===== src/design/cl_pkg.sv =====
// Shared constants for the compact list block: operation codes, status codes
// and field widths. No dependencies.
`default_nettype none

package cl_pkg;

    // Field widths of the request and response payloads.
    localparam int DATA_W  = 32;
    localparam int OP_W    = 2;
    localparam int STAT_W  = 2;
    localparam int POS_W   = 5;
    localparam int ECNT_W  = 6;

    // Operation codes carried in the request.
    localparam logic [OP_W-1:0] OP_INSERT = 2'd0;
    localparam logic [OP_W-1:0] OP_SEARCH = 2'd1;
    localparam logic [OP_W-1:0] OP_DELETE = 2'd2;

    // Status codes carried in the response.
    localparam logic [STAT_W-1:0] ST_OK      = 2'd0;
    localparam logic [STAT_W-1:0] ST_FULL    = 2'd1;
    localparam logic [STAT_W-1:0] ST_MISSING = 2'd2;

endpackage

`default_nettype wire


===== src/design/cl_if.sv =====
// Valid/ready channel interfaces for the compact list block.
// Depends on cl_pkg for the payload widths.
`default_nettype none

// Request channel: operation and value.
interface cl_req_if;
    logic                                valid;
    logic                                ready;
    logic [cl_pkg::OP_W-1:0]             op;
    logic signed [cl_pkg::DATA_W-1:0]    value;

    modport source (output valid, output op, output value, input ready);
    modport sink   (input valid, input op, input value, output ready);
endinterface

// Response channel: status, matching slot and entry count.
interface cl_rsp_if;
    logic                                valid;
    logic                                ready;
    logic [cl_pkg::STAT_W-1:0]           status;
    logic [cl_pkg::POS_W-1:0]            position;
    logic [cl_pkg::ECNT_W-1:0]           entry_count;

    modport source (output valid, output status, output position, output entry_count,
                    input ready);
    modport sink   (input valid, input status, input position, input entry_count,
                    output ready);
endinterface

`default_nettype wire


===== src/design/cl_ram.sv =====
// Entry store of the compact list: one write port, one read port with
// registered read data. Depends on cl_pkg for the data width.
`default_nettype none

module cl_ram #(
    parameter int DEPTH = 32,
    parameter int AW    = 5
) (
    input  wire logic                        i_clk,
    input  wire logic                        i_wr_en,
    input  wire logic [AW-1:0]               i_wr_addr,
    input  wire logic [cl_pkg::DATA_W-1:0]   i_wr_data,
    input  wire logic                        i_rd_en,
    input  wire logic [AW-1:0]               i_rd_addr,
    output logic      [cl_pkg::DATA_W-1:0]   o_rd_data
);

    logic [cl_pkg::DATA_W-1:0] r_mem [DEPTH];
    logic [cl_pkg::DATA_W-1:0] r_rd_data;

    // Write port.
    always_ff @(posedge i_clk) begin
        if (i_wr_en) begin
            r_mem[i_wr_addr] <= i_wr_data;
        end
    end

    // Read port; data appears the cycle after the address.
    always_ff @(posedge i_clk) begin
        if (i_rd_en) begin
            r_rd_data <= r_mem[i_rd_addr];
        end
    end

    assign o_rd_data = r_rd_data;

endmodule

`default_nettype wire


===== src/design/compact_list_insert_search_delete.sv =====
// Compact list of signed 32-bit values with insert, search and delete.
//
// Requests arrive on i_req (op, value) and one response per request leaves on
// o_rsp (status, position, entry_count); each moves by a valid/ready transfer.
// The block works on one request at a time: i_req.ready is high only while
// no request is in progress and no response is waiting.
//
// Insert writes its entry as it is taken and offers its response in the next
// cycle. Search walks the stored entries through the single read port of the
// entry memory, one entry per cycle. Delete does the same walk and then moves
// every later entry down one slot through the same read and write ports, one
// entry per cycle, and drains the last move before the response.
//
// Reset clears the count and returns the sequencer to idle; the memory itself
// is not cleared, since only slots below the count are ever read. When the
// receiver stalls, the response is held in its registers and no new request
// is taken until it is transferred.
`default_nettype none

module compact_list_insert_search_delete #(
    parameter int DEPTH = 32
) (
    input  wire logic  i_clk,
    input  wire logic  i_rst_n,
    cl_req_if.sink     i_req,
    cl_rsp_if.source   o_rsp
);

    localparam int AW = (DEPTH > 1) ? $clog2(DEPTH) : 1;
    localparam int CW = $clog2(DEPTH + 1);

    typedef enum logic [1:0] {
        S_IDLE,
        S_SRCH,
        S_SHIFT,
        S_RESP
    } t_state;

    t_state                          r_state, n_state;
    logic [CW-1:0]                   r_count, n_count;
    logic [CW-1:0]                   r_ptr, n_ptr;
    logic                            r_pend, n_pend;
    logic [AW-1:0]                   r_cidx, n_cidx;
    logic signed [cl_pkg::DATA_W-1:0] r_value, n_value;
    logic                            r_del, n_del;
    logic [cl_pkg::STAT_W-1:0]       r_status, n_status;
    logic [AW-1:0]                   r_pos, n_pos;

    logic                            wr_en;
    logic [AW-1:0]                   wr_addr;
    logic [cl_pkg::DATA_W-1:0]       wr_data;
    logic                            rd_en;
    logic [AW-1:0]                   rd_addr;
    logic [cl_pkg::DATA_W-1:0]       rd_data;
    logic                            issue;
    logic                            match;
    logic                            req_xfer;

    cl_ram #(
        .DEPTH (DEPTH),
        .AW    (AW)
    ) u_ram (
        .i_clk     (i_clk),
        .i_wr_en   (wr_en),
        .i_wr_addr (wr_addr),
        .i_wr_data (wr_data),
        .i_rd_en   (rd_en),
        .i_rd_addr (rd_addr),
        .o_rd_data (rd_data)
    );

    // Handshake and shared compare unit.
    assign req_xfer = i_req.valid && i_req.ready;
    assign issue    = r_ptr < r_count;
    assign match    = r_pend && (rd_data == r_value);
    assign rd_addr  = r_ptr[AW-1:0];

    // Sequencer next-state logic and memory port control.
    always_comb begin
        n_state  = r_state;
        n_count  = r_count;
        n_ptr    = r_ptr;
        n_pend   = r_pend;
        n_cidx   = r_cidx;
        n_value  = r_value;
        n_del    = r_del;
        n_status = r_status;
        n_pos    = r_pos;
        wr_en    = 1'b0;
        wr_addr  = r_count[AW-1:0];
        wr_data  = i_req.value;
        rd_en    = 1'b0;

        unique case (r_state)
            S_IDLE: begin
                if (i_req.valid) begin
                    n_value  = i_req.value;
                    n_del    = (i_req.op == cl_pkg::OP_DELETE);
                    n_status = cl_pkg::ST_OK;
                    n_pos    = '0;
                    n_state  = S_RESP;
                    if (i_req.op == cl_pkg::OP_INSERT) begin
                        if (r_count >= CW'(DEPTH)) begin
                            n_status = cl_pkg::ST_FULL;
                        end else begin
                            wr_en   = 1'b1;
                            n_pos   = r_count[AW-1:0];
                            n_count = r_count + CW'(1);
                        end
                    end else if (i_req.op == cl_pkg::OP_SEARCH ||
                                 i_req.op == cl_pkg::OP_DELETE) begin
                        if (r_count == '0) begin
                            n_status = cl_pkg::ST_MISSING;
                        end else begin
                            n_ptr   = '0;
                            n_pend  = 1'b0;
                            n_state = S_SRCH;
                        end
                    end
                end
            end

            S_SRCH: begin
                // Issue the next read while comparing the entry read last cycle.
                rd_en  = issue;
                n_pend = issue;
                n_cidx = r_ptr[AW-1:0];
                if (issue) begin
                    n_ptr = r_ptr + CW'(1);
                end
                if (match) begin
                    n_pos = r_cidx;
                    if (r_del) begin
                        n_ptr   = CW'(r_cidx) + CW'(1);
                        n_pend  = 1'b0;
                        n_state = S_SHIFT;
                    end else begin
                        n_state = S_RESP;
                    end
                end else if (!issue) begin
                    n_status = cl_pkg::ST_MISSING;
                    n_pos    = '0;
                    n_state  = S_RESP;
                end
            end

            S_SHIFT: begin
                // Read slot i+1 and write its value into slot i in the next cycle.
                rd_en  = issue;
                n_pend = issue;
                n_cidx = r_ptr[AW-1:0];
                if (issue) begin
                    n_ptr = r_ptr + CW'(1);
                end
                if (r_pend) begin
                    wr_en   = 1'b1;
                    wr_addr = r_cidx - AW'(1);
                    wr_data = rd_data;
                end
                if (!issue && !r_pend) begin
                    n_count = r_count - CW'(1);
                    n_state = S_RESP;
                end
            end

            S_RESP: begin
                if (o_rsp.ready) begin
                    n_state = S_IDLE;
                end
            end

            default: begin
                n_state = S_IDLE;
            end
        endcase
    end

    // State and registered outputs.
    always_ff @(posedge i_clk) begin
        if (!i_rst_n) begin
            r_state <= S_IDLE;
            r_count <= '0;
            r_pend  <= 1'b0;
        end else begin
            r_state <= n_state;
            r_count <= n_count;
            r_pend  <= n_pend;
        end
        r_ptr    <= n_ptr;
        r_cidx   <= n_cidx;
        r_value  <= n_value;
        r_del    <= n_del;
        r_status <= n_status;
        r_pos    <= n_pos;
    end

    // Channel outputs.
    assign i_req.ready       = (r_state == S_IDLE);
    assign o_rsp.valid       = (r_state == S_RESP);
    assign o_rsp.status      = r_status;
    assign o_rsp.position    = cl_pkg::POS_W'(r_pos);
    assign o_rsp.entry_count = cl_pkg::ECNT_W'(r_count);

    // The count never exceeds the list capacity.
    a_count_range: assert property (@(posedge i_clk) disable iff (!i_rst_n)
        r_count <= CW'(DEPTH))
        else $error("entry count above capacity");

    // A new request is never taken while a response is still offered.
    a_one_at_a_time: assert property (@(posedge i_clk) disable iff (!i_rst_n)
        !(i_req.ready && o_rsp.valid))
        else $error("request taken while response pending");

    // Shifting only writes slots below the last stored entry.
    a_shift_addr: assert property (@(posedge i_clk) disable iff (!i_rst_n)
        (r_state == S_SHIFT && wr_en) |-> (CW'(wr_addr) < r_count - CW'(1)))
        else $error("shift writes outside the stored entries");

    // An insert into a list with room grows the count by one.
    a_insert_grows: assert property (@(posedge i_clk) disable iff (!i_rst_n)
        (req_xfer && i_req.op == cl_pkg::OP_INSERT && r_count < CW'(DEPTH))
        |=> (r_count == $past(r_count) + CW'(1)))
        else $error("insert did not grow the count");

    // A delete that found its entry leaves one entry fewer at the response.
    a_delete_shrinks: assert property (@(posedge i_clk) disable iff (!i_rst_n)
        (r_state == S_SHIFT && n_state == S_RESP)
        |=> (r_count == $past(r_count) - CW'(1)))
        else $error("delete did not shrink the count");

endmodule

`default_nettype wire


===== src/flat_wrapper.sv =====
// flat-port wrapper written by rule: the top's interface ports become plain ports
module compact_list_insert_search_delete_flat 
#(
    parameter int DEPTH = 32
)
  (i_clk, i_rst_n, i_req_valid, i_req_op, i_req_value, i_req_ready, o_rsp_valid, o_rsp_status, o_rsp_position, o_rsp_entry_count, o_rsp_ready);
  cl_req_if i_req_i ();
  cl_rsp_if o_rsp_i ();
  input  wire logic i_clk;
  input  wire logic i_rst_n;
  input wire logic [$bits(i_req_i.valid)-1:0] i_req_valid;
  input wire logic [$bits(i_req_i.op)-1:0] i_req_op;
  input wire logic [$bits(i_req_i.value)-1:0] i_req_value;
  output wire logic [$bits(i_req_i.ready)-1:0] i_req_ready;
  output wire logic [$bits(o_rsp_i.valid)-1:0] o_rsp_valid;
  output wire logic [$bits(o_rsp_i.status)-1:0] o_rsp_status;
  output wire logic [$bits(o_rsp_i.position)-1:0] o_rsp_position;
  output wire logic [$bits(o_rsp_i.entry_count)-1:0] o_rsp_entry_count;
  input wire logic [$bits(o_rsp_i.ready)-1:0] o_rsp_ready;
  assign i_req_i.valid = i_req_valid;
  assign i_req_i.op = i_req_op;
  assign i_req_i.value = i_req_value;
  assign i_req_ready = i_req_i.ready;
  assign o_rsp_valid = o_rsp_i.valid;
  assign o_rsp_status = o_rsp_i.status;
  assign o_rsp_position = o_rsp_i.position;
  assign o_rsp_entry_count = o_rsp_i.entry_count;
  assign o_rsp_i.ready = o_rsp_ready;
  compact_list_insert_search_delete #(.DEPTH(DEPTH)) u_core (.i_clk(i_clk), .i_rst_n(i_rst_n), .i_req(i_req_i), .o_rsp(o_rsp_i));
endmodule

===== config.mk =====
export PLATFORM = sky130hd
export DESIGN_NAME = compact_list_insert_search_delete_flat
export DESIGN_NICKNAME = d
export VERILOG_FILES = /design/src/design/cl_pkg.sv /design/src/design/cl_if.sv /design/src/design/cl_ram.sv /design/src/design/compact_list_insert_search_delete.sv /design/src/flat_wrapper.sv
export SDC_FILE = /design/constraint.sdc
export NUM_CORES = 1
export LEC_CHECK = 0
export ABC_AREA = 1
export BUFFER_PORTS_ARGS = -buffer_cell sky130_fd_sc_hd__buf_4
export CORE_ASPECT_RATIO = 0.75
export CORE_MARGIN = 5
export CORE_UTILIZATION = 30
export CTS_CLUSTER_SIZE = 25
export DETAILED_ROUTE_END_ITERATION = 10
export PLACE_DENSITY_LB_ADDON = 0.12
export SKIP_CTS_REPAIR_TIMING = 1
export SLEW_MARGIN = 0
export SYNTH_ARGS = -nofsm -noshare
export SYNTH_HDL_FRONTEND = slang
export SYNTH_SLANG_ARGS = --single-unit

===== constraint.sdc =====
create_clock -name i_clk -period 4 [get_ports i_clk]
set_clock_uncertainty 0.1 [all_clocks]
set_input_delay 0.4 -clock i_clk [delete_from_list [all_inputs] [get_ports i_clk]]
set_output_delay 0.4 -clock i_clk [all_outputs]
set_load 0.005 [all_outputs]

==> results of run 1 <==
cells by family after synthesis:
| logic type | after synthesis | synth area share |
|---|---|---|
| fa+ha+maj | 19 | 0.00548 |
| compound gates | 907 | 0.117 |
| buf+inv | 356 | 0.0326 |
| simple gates | 1052 | 0.0942 |
| flops | 1116 | 0.747 |
| xor+xnor | 20 | 0.00391 |
layer usage:
metal | vias up | share of wire | track usage
li1 | 13100 | - | -
met1 | 14800 | 0.51 | 0.291
met2 | 841 | 0.40 | 0.248
met3 | 150 | 0.072 | 0.0398
met4 | 0 | 0.018 | 0.0379
met5 | - | 0 | 0
flip-flops by register name (all words and copies together), names as in the netlist:
register,flops
u_core.r_cidx,5
u_core.r_value,32
u_core.u_ram.r_mem,1024
u_core.o_rsp.entry_count,6
u_core.r_state,2
u_core.r_del,1
u_core.u_ram.o_rd_data,32
u_core.o_rsp.status,2
u_core.o_rsp.position,5
u_core.r_pend,1
u_core.r_ptr,6
cell type report:
cell class                      instances  area, µm²
Inverter                              138        547
Multi-Input combinational cell       1998      10400
Clock inverter                         78        812
Timing Repair Buffer                  239       2280
Antenna cell                            4       10.0
Sequential cell                      1116      33400
Clock buffer                          132       2920
Tap cell                             1984       2480
Fill cell                           14400      95000
critical path, cell delays in order (launching register included):
cell and delay [ps]:
dfxtp_1 410, inv_1 90, ha_1 250, nand2_4 200, inv_1 230, nand2_1 120, o21a_1 220, inv_1 110
nor2_1 390, buf_4 200, nand2_1 220, nor2_4 300, buf_12 260
power by group through the flow:
stage,Combinational (mW),Clock [mW],Sequential [mW]
CTS,13.8,11.1,14.6
global placement,13.8,0,14.8
floorplan,7.51,0,14.6
finish,13.8,10.9,14.6
detailed placement,13.7,0,14.8
global route,15.0,11.6,14.6
cells in the mapped netlist, drive strengths merged (3+ instances only):
| master | number | area (µm²) |
|---|---|---|
| edfxtp | 1107 | 33200 |
| nor2 | 588 | 2210 |
| o21ai | 583 | 2920 |
| nand2 | 316 | 1200 |
| o22ai | 162 | 1010 |
| clkbuf | 139 | 523 |
| inv | 135 | 509 |
| nand3 | 102 | 515 |
| o221ai | 100 | 876 |
| buf | 79 | 415 |
| nand4 | 36 | 225 |
| o211ai | 28 | 210 |
| a21oi | 21 | 109 |
| ha | 18 | 225 |
| xnor2 | 11 | 96.3 |
| dfxtp | 9 | 180 |
| xor2 | 9 | 78.8 |
| a221oi | 4 | 35.0 |
| a211oi | 3 | 22.5 |
| clkinv | 3 | 11.3 |
| nor3 | 3 | 15.0 |
| o21a | 3 | 22.5 |
| or2 | 3 | 18.8 |
worst min path at each step:
stage | startpoint | to | slack [ps] | cells past startpoint
floorplan | u_core.r_ptr[2] | u_core.r_cidx[2] | 350 | 0
global placement | u_core.r_state[0] | u_core.r_state[0] | 410 | 2
detailed placement | u_core.r_state[0] | u_core.r_state[0] | 420 | 2
CTS | i_req_value[0] | u_core.r_value[0] | -260 | 1
global route | i_req_op[0] | u_core.r_del | 20 | 3
finish | i_req_op[0] | u_core.r_del | 30 | 3
metrics by stage:
step,total power [mW],cell area (µm²),setup slack (ps),utilization
after CTS,39.5,52500,691,0.355
final,39.2,52900,587,0.357
after global placement,28.6,48800,691,0.330
after floorplan,22.1,44800,174,-
after global routing,41.2,52900,516,0.357
after detailed placement,28.6,48800,685,0.330
==> out/results.txt, run 1 <==
Slew Limit Fails -> 0
row count -> 122
Fin Hold WS -> 28.3 ps
drt pass-1 iters -> 7
Nets -> 3662
final wirelength -> 147 mm
share of layout cells above drive strength 1 -> 0.121
syn_area_per_cell -> 12.9 µm²
final setup fails -> 0
Async SR Flop Fraction -> 0
number of flops mapped to enable cells by yosys -> 1107
Via density -> 5.08
clk_lat worst skew -> 730 ps
slew margin rel. -> 0.205
Initial Utilization -> 0.303
# DRC -> 0
die area -> 0.157 mm²
sequential share of power -> 0.372
routed len/inst -> 25.8 µm
commonest non-fill, non-tap cells in the layout -> 1107 x edfxtp_1, 553 x nor2_1, 522 x o21ai_0, 313 x nand2_1, 173 x buf_4
register area share after synthesis -> 0.747
H-tree Lvls -> 3
GRT Total Usage -> 0.182
vias in the first global route -> 27300
Reg2Reg Launch Point -> u_core.r_state[0]
period utilization -> 0.853
DRT iter0 DRCs -> 2941
TNS Setup -> 0 ps
flops & latches, synth -> 1116
maximum clock path buffer count -> 3
worst-margin pin slew -> 1190 ps
pin count of the biggest net entering global routing -> 140
Leakage Power -> 17.3 nW
FF-to-FF End -> u_core.u_ram.r_mem[13][10]
initial antenna violation count -> 5
Final min period -> 3410 ps
Setup crit end -> u_core.u_ram.r_mem[13][10]
first-pass GRT wire length -> 208 mm
clock network power share -> 0.277
Sw Share -> 0.394
reg2reg setup slack -> 590 ps
count of non-filler cells in the finished layout -> 5689
CP Max Fanout -> 27
I/O Pins -> 53
cells after synthesis -> 3470
Hold Path Class -> in -> reg
RSZ-0062 raised after global routing -> false
Combinational Power Share -> 0.351
Root Driver -> clkbuf_16
P per Cell Area -> 742 mW/mm²
Die Y -> 344 µm
DP Cell Count -> 5441
max-cap viol count -> 0
Mapped Area -> 0.0448 mm²
Detailed Place HPWL -> 90.0 mm
final hold viol count -> 0
most common cell after layout, fill and taps aside -> edfxtp_1
grt ovf -> 0
routed vias -> 28900
Num CTS Buffers -> 112
post-synth cell types -> 43
Worst Setup Start Kind -> flop
Fmax -> 293 MHz
CP Capture Type -> flop
area growth from synthesis to layout -> 18.1%
internal power -> 23.8 mW
CTS tree -> done
IO Port Bufs -> 52
reg2reg path depth -> 12
ys flop type -> edfxtp_1
critical path required time -> 4310 ps
switching power -> 15.5 mW
GPL Wtd Cong -> 0.826
synthesized net count -> 3527
Critical Path Source -> u_core.r_state[0]
Yosys warnings -> 0
die width -> 456 µm
CP Data Arrival Time -> 3720 ps
Sink Count -> 1116
status -> finished, final reports clean
Peak VDD IR -> 0.000622 V
CP Class -> reg -> reg
core area -> 0.148 mm²
clock-pin slew on the worst setup and hold paths -> 60 ps
ANT nets after route -> 0
(Power assumes the default switching activity.)
==> run 2: changes to the inputs <==
--- a/config.mk
+++ b/config.mk
@@ -7,6 +7,8 @@
 export LEC_CHECK = 0
 export ABC_AREA = 1
 export BUFFER_PORTS_ARGS = -buffer_cell sky130_fd_sc_hd__buf_4
+export CELL_PAD_IN_SITES_DETAIL_PLACEMENT = 0
+export CELL_PAD_IN_SITES_GLOBAL_PLACEMENT = 1
 export CORE_ASPECT_RATIO = 0.75
 export CORE_MARGIN = 5
 export CORE_UTILIZATION = 30
==> out/results.txt, run 2 (synthesis results as in run 1) <==
I/O Pins -> 53 (unchanged)
final setup fails -> 0 (unchanged)
GPL Wtd Cong -> 0.819 (-0.85%)
CP Capture Type -> flop
Sw Share -> 0.387 (-0.00719)
grt ovf -> 0 (unchanged)
clock network power share -> 0.273 (-0.004)
ANT nets after route -> 0 (unchanged)
Overall Power -> 38.1 mW (-3.0%)
Slowest-stage cell, CP -> nor2_4
delay-heaviest family, CP -> simple AND/OR/NAND/NOR gates
critical path, cell by cell -> inv_1 > ha_1 > nand2_4 > buf_4 > nand2_1 > o21ai_0 > nand3_1 > buf_4 > nor2_4 > buf_12
clk_lat worst skew -> 740 ps (about the same)
RSZ-0062 raised after global routing -> false
worst-margin pin slew -> 1200 ps (+7.96 ps)
CP Max Fanout -> 19 (-30%)
max reg flops -> 1024 (unchanged)
drt pass-1 iters -> 5 (-2)
IO Port Bufs -> 52 (unchanged)
reg2reg path depth -> 10 (-2)
pin count of the biggest net entering global routing -> 141 (+0.71%)
Final min period -> 3290 ps (-127 ps)
row count -> 122 (unchanged)
area growth from synthesis to layout -> 17.4%
Root Driver -> clkbuf_16
Worst path most repeated cell -> buf_4
Peak VDD IR -> 0.000560 V (-10%)
commonest non-fill, non-tap cells in the layout -> 1107 x edfxtp_1, 553 x nor2_1, 522 x o21ai_0, 313 x nand2_1, 166 x buf_4
H-tree Lvls -> 3 (unchanged)
Biggest register -> u_core.u_ram.r_mem
final wirelength -> 158 mm (+8.0%)
slew margin rel. -> 0.196 (-0.00834)
clock-pin slew on the worst setup and hold paths -> 60 ps (about the same)
maximum clock path buffer count -> 3 (unchanged)
share of layout cells above drive strength 1 -> 0.119 (-0.00256)
core area -> 0.148 mm² (unchanged)
Num CTS Buffers -> 115 (+2.7%)
die area -> 0.157 mm² (unchanged)
die width -> 456 µm (unchanged)
final hold viol count -> 0 (unchanged)
Hold Path Class -> in -> reg
Leakage Power -> 17.2 nW (-0.49%)
DRT iter0 DRCs -> 3026 (+2.9%)
vias in the first global route -> 28000 (+2.6%)
Nets -> 3663 (+0.027%)
CP Class -> reg -> reg
max-cap viol count -> 0 (unchanged)
routed vias -> 29200 (+1.1%)
switching power -> 14.7 mW (-4.8%)
TNS Setup -> 0 ps (unchanged)
Via density -> 5.15 (+1.4%)
most common cell after layout, fill and taps aside -> edfxtp_1
critical path required time -> 4320 ps (about the same)
CP Data Arrival Time -> 3610 ps (-110 ps)
max incr delay on CP -> 590 ps (+180 ps)
Fin Hold WS -> 165 ps (+137 ps)
Slew Limit Fails -> 0 (unchanged)
# DRC -> 0 (unchanged)
hold path cells -> 6 (+3)
Worst Setup Start Kind -> flop
Die Y -> 344 µm (unchanged)
sequential share of power -> 0.385 (+0.013)
status -> finished, final reports clean
routed len/inst -> 27.9 µm (+8.3%)
DP Cell Count -> 5438 (-0.055%)
period utilization -> 0.822 (-0.0317)
Sink Count -> 1116 (unchanged)
slack of the critical path -> 714 ps (+127 ps)
GRT Total Usage -> 0.196 (+0.0148)
internal power -> 23.3 mW (-1.8%)
cell depth of the worst setup path -> 10 (-2)
first-pass GRT wire length -> 221 mm (+6.3%)
dpl ws -> 702 ps (+16.9 ps)
worst path bufs/invs -> 4 (-1)
count of non-filler cells in the finished layout -> 5673 (-0.28%)
Initial Utilization -> 0.303 (unchanged)
Fmax -> 304 MHz (+3.9%)
initial antenna violation count -> 8 (+3)
Detailed Place HPWL -> 89.8 mm (-0.18%)
CTS tree -> done
P per Cell Area -> 724 mW/mm² (-2.4%)
Combinational Power Share -> 0.341 (-0.010)
run 2: power groups by stage:
stage / logic [mW] / registers (mW) / clock network, mW
after floorplan: 7.51 / 14.6 / 0
after detailed placement: 13.1 / 14.9 / 0
after global placement: 13.1 / 14.9 / 0
after global routing: 14.2 / 14.7 / 11.1
after CTS: 13.1 / 14.6 / 10.6
final: 13.0 / 14.7 / 10.4
run 2: final timing paths:
| check | slack, ps | to | start |
|---|---|---|---|
| worst max-delay path | 710 | u_core.u_ram.r_mem[26][7] | u_core.r_state[0] |
| worst min-delay path | 170 | u_core.r_state[1] | o_rsp_ready |
| worst max register to register | 710 | u_core.u_ram.r_mem[26][7] | u_core.r_state[0] |
| worst min register to register | 430 | u_core.r_state[1] | u_core.r_state[1] |
run 2: stage by stage:
stage | utilization | cell area (µm²)
floorplan | - | 44800
global placement | 0.329 | 48700
detailed placement | 0.329 | 48700
CTS | 0.353 | 52200
global route | 0.355 | 52600
finish | 0.355 | 52600
run 2: per-layer routing:
| layer | up-vias | track usage | wire, µm |
|---|---|---|---|
| li1 | 13100 | - | - |
| met1 | 15000 | 0.305 | 79100 |
| met2 | 914 | 0.282 | 65700 |
| met3 | 188 | 0.0399 | 10400 |
| met4 | 0 | 0.0403 | 3110 |
| met5 | - | 0 | 0 |
run 2: area by class of cell:
class / instances / area (µm²)
Clock buffer: 144 / 3070
Clock inverter: 55 / 438
Sequential cell: 1116 / 33400
Tap cell: 1984 / 2480
Inverter: 138 / 547
Timing Repair Buffer: 237 / 2320
Fill cell: 14500 / 95400
Antenna cell: 1 / 2.50
Multi-Input combinational cell: 1998 / 10300
run 2: worst min-delay path, stage by stage:
cell and delay [ps]:
buf_4 110, o22ai_1 120, nand3b_1 150, a21oi_2 60
nor2_1 80, nor2_1 50
==> run 3: changes to the inputs <==
--- a/config.mk
+++ b/config.mk
@@ -5,7 +5,7 @@
 export SDC_FILE = /design/constraint.sdc
 export NUM_CORES = 1
 export LEC_CHECK = 0
-export ABC_AREA = 1
+export ABC_AREA = 0
 export BUFFER_PORTS_ARGS = -buffer_cell sky130_fd_sc_hd__buf_4
 export CELL_PAD_IN_SITES_DETAIL_PLACEMENT = 0
 export CELL_PAD_IN_SITES_GLOBAL_PLACEMENT = 1
==> constraint.sdc (replaced) <==
create_clock -name i_clk -period 3.25 [get_ports i_clk]
set_clock_uncertainty 0.1 [all_clocks]
set_input_delay 0.325 -clock i_clk [delete_from_list [all_inputs] [get_ports i_clk]]
set_output_delay 0.325 -clock i_clk [all_outputs]
set_load 0.005 [all_outputs]
==> out/results.txt, run 3 <==
status -> finished, final reports clean
IO Port Bufs -> 52 (unchanged)
Final min period -> 3060 ps (-231 ps)
final wirelength -> 127 mm (-20%)
most frequent cell after synthesis -> edfxtp_1
routed vias -> 20500 (-30%)
share of the synthesized area in the top cell type -> 0.763 (+0.0202)
worst-margin pin slew -> 1250 ps (+51.8 ps)
core area -> 0.145 mm² (-2.1%)
maximum clock path buffer count -> 3 (unchanged)
CP Class -> reg -> reg
CTS tree -> done
CP Data Arrival Time -> 3440 ps (-170 ps)
Sink Count -> 1116 (unchanged)
RSZ-0062 raised after global routing -> false
DP Cell Count -> 3858 (-29%)
Peak VDD IR -> 0.000586 V (+4.8%)
register area share after synthesis -> 0.767 (+0.0203)
share of layout cells above drive strength 1 -> 0.340 (+0.221)
Detailed Place HPWL -> 71.9 mm (-20%)
FF+latch area -> 0.0334 mm² (unchanged)
most common cell after layout, fill and taps aside -> edfxtp_1
I/O Pins -> 53 (unchanged)
Worst path most repeated cell -> mux4_2
Die Y -> 340 µm (-1.3%)
commonest non-fill, non-tap cells in the layout -> 1107 x edfxtp_1, 320 x mux4_2, 118 x buf_4, 114 x clkbuf_16, 62 x mux2_2
die width -> 450 µm (-1.3%)
Slowest-stage cell, CP -> edfxtp_1
clock-pin slew on the worst setup and hold paths -> 60 ps (about the same)
flops & latches, synth -> 1116 (unchanged)
P per Cell Area -> 809 mW/mm² (+12%)
count of non-filler cells in the finished layout -> 4100 (-28%)
Via density -> 5.00 (-3.1%)
max incr delay on CP -> 610 ps (+20 ps)
pin count of the biggest net entering global routing -> 117 (-17%)
critical path required time -> 3630 ps (-690 ps)
final hold viol count -> 0 (unchanged)
grt ovf -> 0 (unchanged)
CP Capture Type -> flop
slew margin rel. -> 0.165 (-0.0315)
first-pass GRT wire length -> 176 mm (-20%)
Mapped Area -> 0.0436 mm² (-2.6%)
CP Max Fanout -> 116 (+97)
H-tree Lvls -> 3 (unchanged)
Worst Setup Start Kind -> flop
worst path bufs/invs -> 1 (-3)
Root Driver -> clkbuf_16
syn_area_per_cell -> 23.2 µm² (+80%)
DRT iter0 DRCs -> 1852 (-39%)
drt pass-1 iters -> 5 (unchanged)
max-cap viol count -> 0 (unchanged)
die area -> 0.153 mm² (-2.6%)
top cells by count, synth -> 1107 x edfxtp_1, 320 x mux4_2, 62 x mux2_2
cells after synthesis -> 1875 (-46%)
Async SR Flop Fraction -> 0 (unchanged)
ys flop type -> edfxtp_1
clk_lat worst skew -> 740 ps (about the same)
Slew Limit Fails -> 0 (unchanged)
synth top area cells -> edfxtp_1 76%, mux4_2 17%, mux2_2 1.6%
Leakage Power -> 15.8 nW (-7.8%)
area growth from synthesis to layout -> 18.5%
GRT Total Usage -> 0.165 (-0.0316)
Biggest register -> u_core.u_ram.r_mem
Synth area leader -> edfxtp_1
final setup fails -> 0 (unchanged)
vias in the first global route -> 21300 (-24%)
GPL Wtd Cong -> 0.740 (-9.7%)
Fmax -> 327 MHz (+7.6%)
critical path, cell by cell -> buf_12 > mux4_2 > mux4_2 > mux2_2
initial antenna violation count -> 1 (-7)
ANT nets after route -> 0 (unchanged)
period utilization -> 0.940 (+0.119)
number of flops mapped to enable cells by yosys -> 1107 (unchanged)
Hold Path Class -> in -> reg
delay-heaviest family, CP -> multiplexers
routed len/inst -> 31.0 µm (+11%)
area of the multi-input gates -> 0.00994 mm² (-3.4%)
synthesized net count -> 1932 (-45%)
Fin Hold WS -> 93.3 ps (-71.8 ps)
Num CTS Buffers -> 114 (-0.87%)
TNS Setup -> 0 ps (unchanged)
Nets -> 2160 (-41%)
Initial Utilization -> 0.301 (-0.00152)
# DRC -> 0 (unchanged)
max reg flops -> 1024 (unchanged)
Yosys warnings -> 0 (unchanged)
Overall Power -> 41.8 mW (+9.7%)
post-synth cell types -> 52 (+21%)
filler instances -> 13300 (-7.8%)
row count -> 121 (-0.82%)
run 3: cell count changes after synthesis, moves of 62 or more:
cell and change:
nor2_1 -536, o21ai_0 -534, mux4_2 +320, nand2_1 -293, o22ai_1 -157, inv_1 -113, o221ai_1 -100, nand3_1 -91
clkbuf_1 -82, mux2_2 +62
run 3: through the flow:
| stage | util | area, µm² | setup WS (ps) |
|---|---|---|---|
| after floorplan | - | 43800 | 54.8 |
| after global placement | 0.329 | 47700 | 147 |
| after detailed placement | 0.329 | 47700 | 148 |
| after CTS | 0.354 | 51300 | 135 |
| after global routing | 0.357 | 51600 | 7.12 |
| final | 0.357 | 51600 | 195 |
run 3: final cells by class:
type / count / area share
multi-input cells: 650 / 0.192
clock inverters: 65 / 0.0125
repair buffers: 201 / 0.0426
inverters: 20 / 0.00145
diodes: 2 / 0.0000970
well taps: 1906 / 0.0462
flip-flops and latches: 1116 / 0.648
clock buffers: 140 / 0.0572
run 3: final timing paths:
kind,startpoint,to,slack [ps],depth (start not counted)
setup / recovery,u_core.r_ptr[1],u_core.u_ram.o_rd_data[6],190,4
setup reg to reg,u_core.r_ptr[1],u_core.u_ram.o_rd_data[6],190,4
hold reg to reg,u_core.o_rsp.entry_count[5],u_core.o_rsp.entry_count[5],490,2
hold / removal,i_req_valid,u_core.r_ptr[3],90,3
run 3: kinds of logic after synthesis:
family | share of synthesized area
flip-flops | 0.767
multiplexers | 0.182
AND/OR/NAND/NOR | 0.0163
buffers and inverters | 0.0109
AO/OA/AOI/OAI | 0.00951
XOR/XNOR | 0.00824
adder cells (fa/ha/maj) | 0.00563
run 3: routing by layer:
| metal | wire length, µm | GRT usage | share of wire | vias up |
|---|---|---|---|---|
| met5 | 0 | 0 | 0 | - |
| met4 | 2770 | 0.0365 | 0.022 | 0 |
| met3 | 5980 | 0.0312 | 0.047 | 145 |
| met2 | 58900 | 0.258 | 0.46 | 543 |
| met1 | 59300 | 0.240 | 0.47 | 11300 |
| li1 | - | - | - | 8464 |
run 3: where the power goes:
group	total (mW)	switching, mW	internal (mW)
Clock	12.8	5.66	7.18
Combinational	11.7	6.15	5.53
Sequential	17.2	0.448	16.8
run 3: tightest hold or removal path: stages:
cell and delay (ps):
buf_4 130, o311ai_0 80, a21oi_1 200
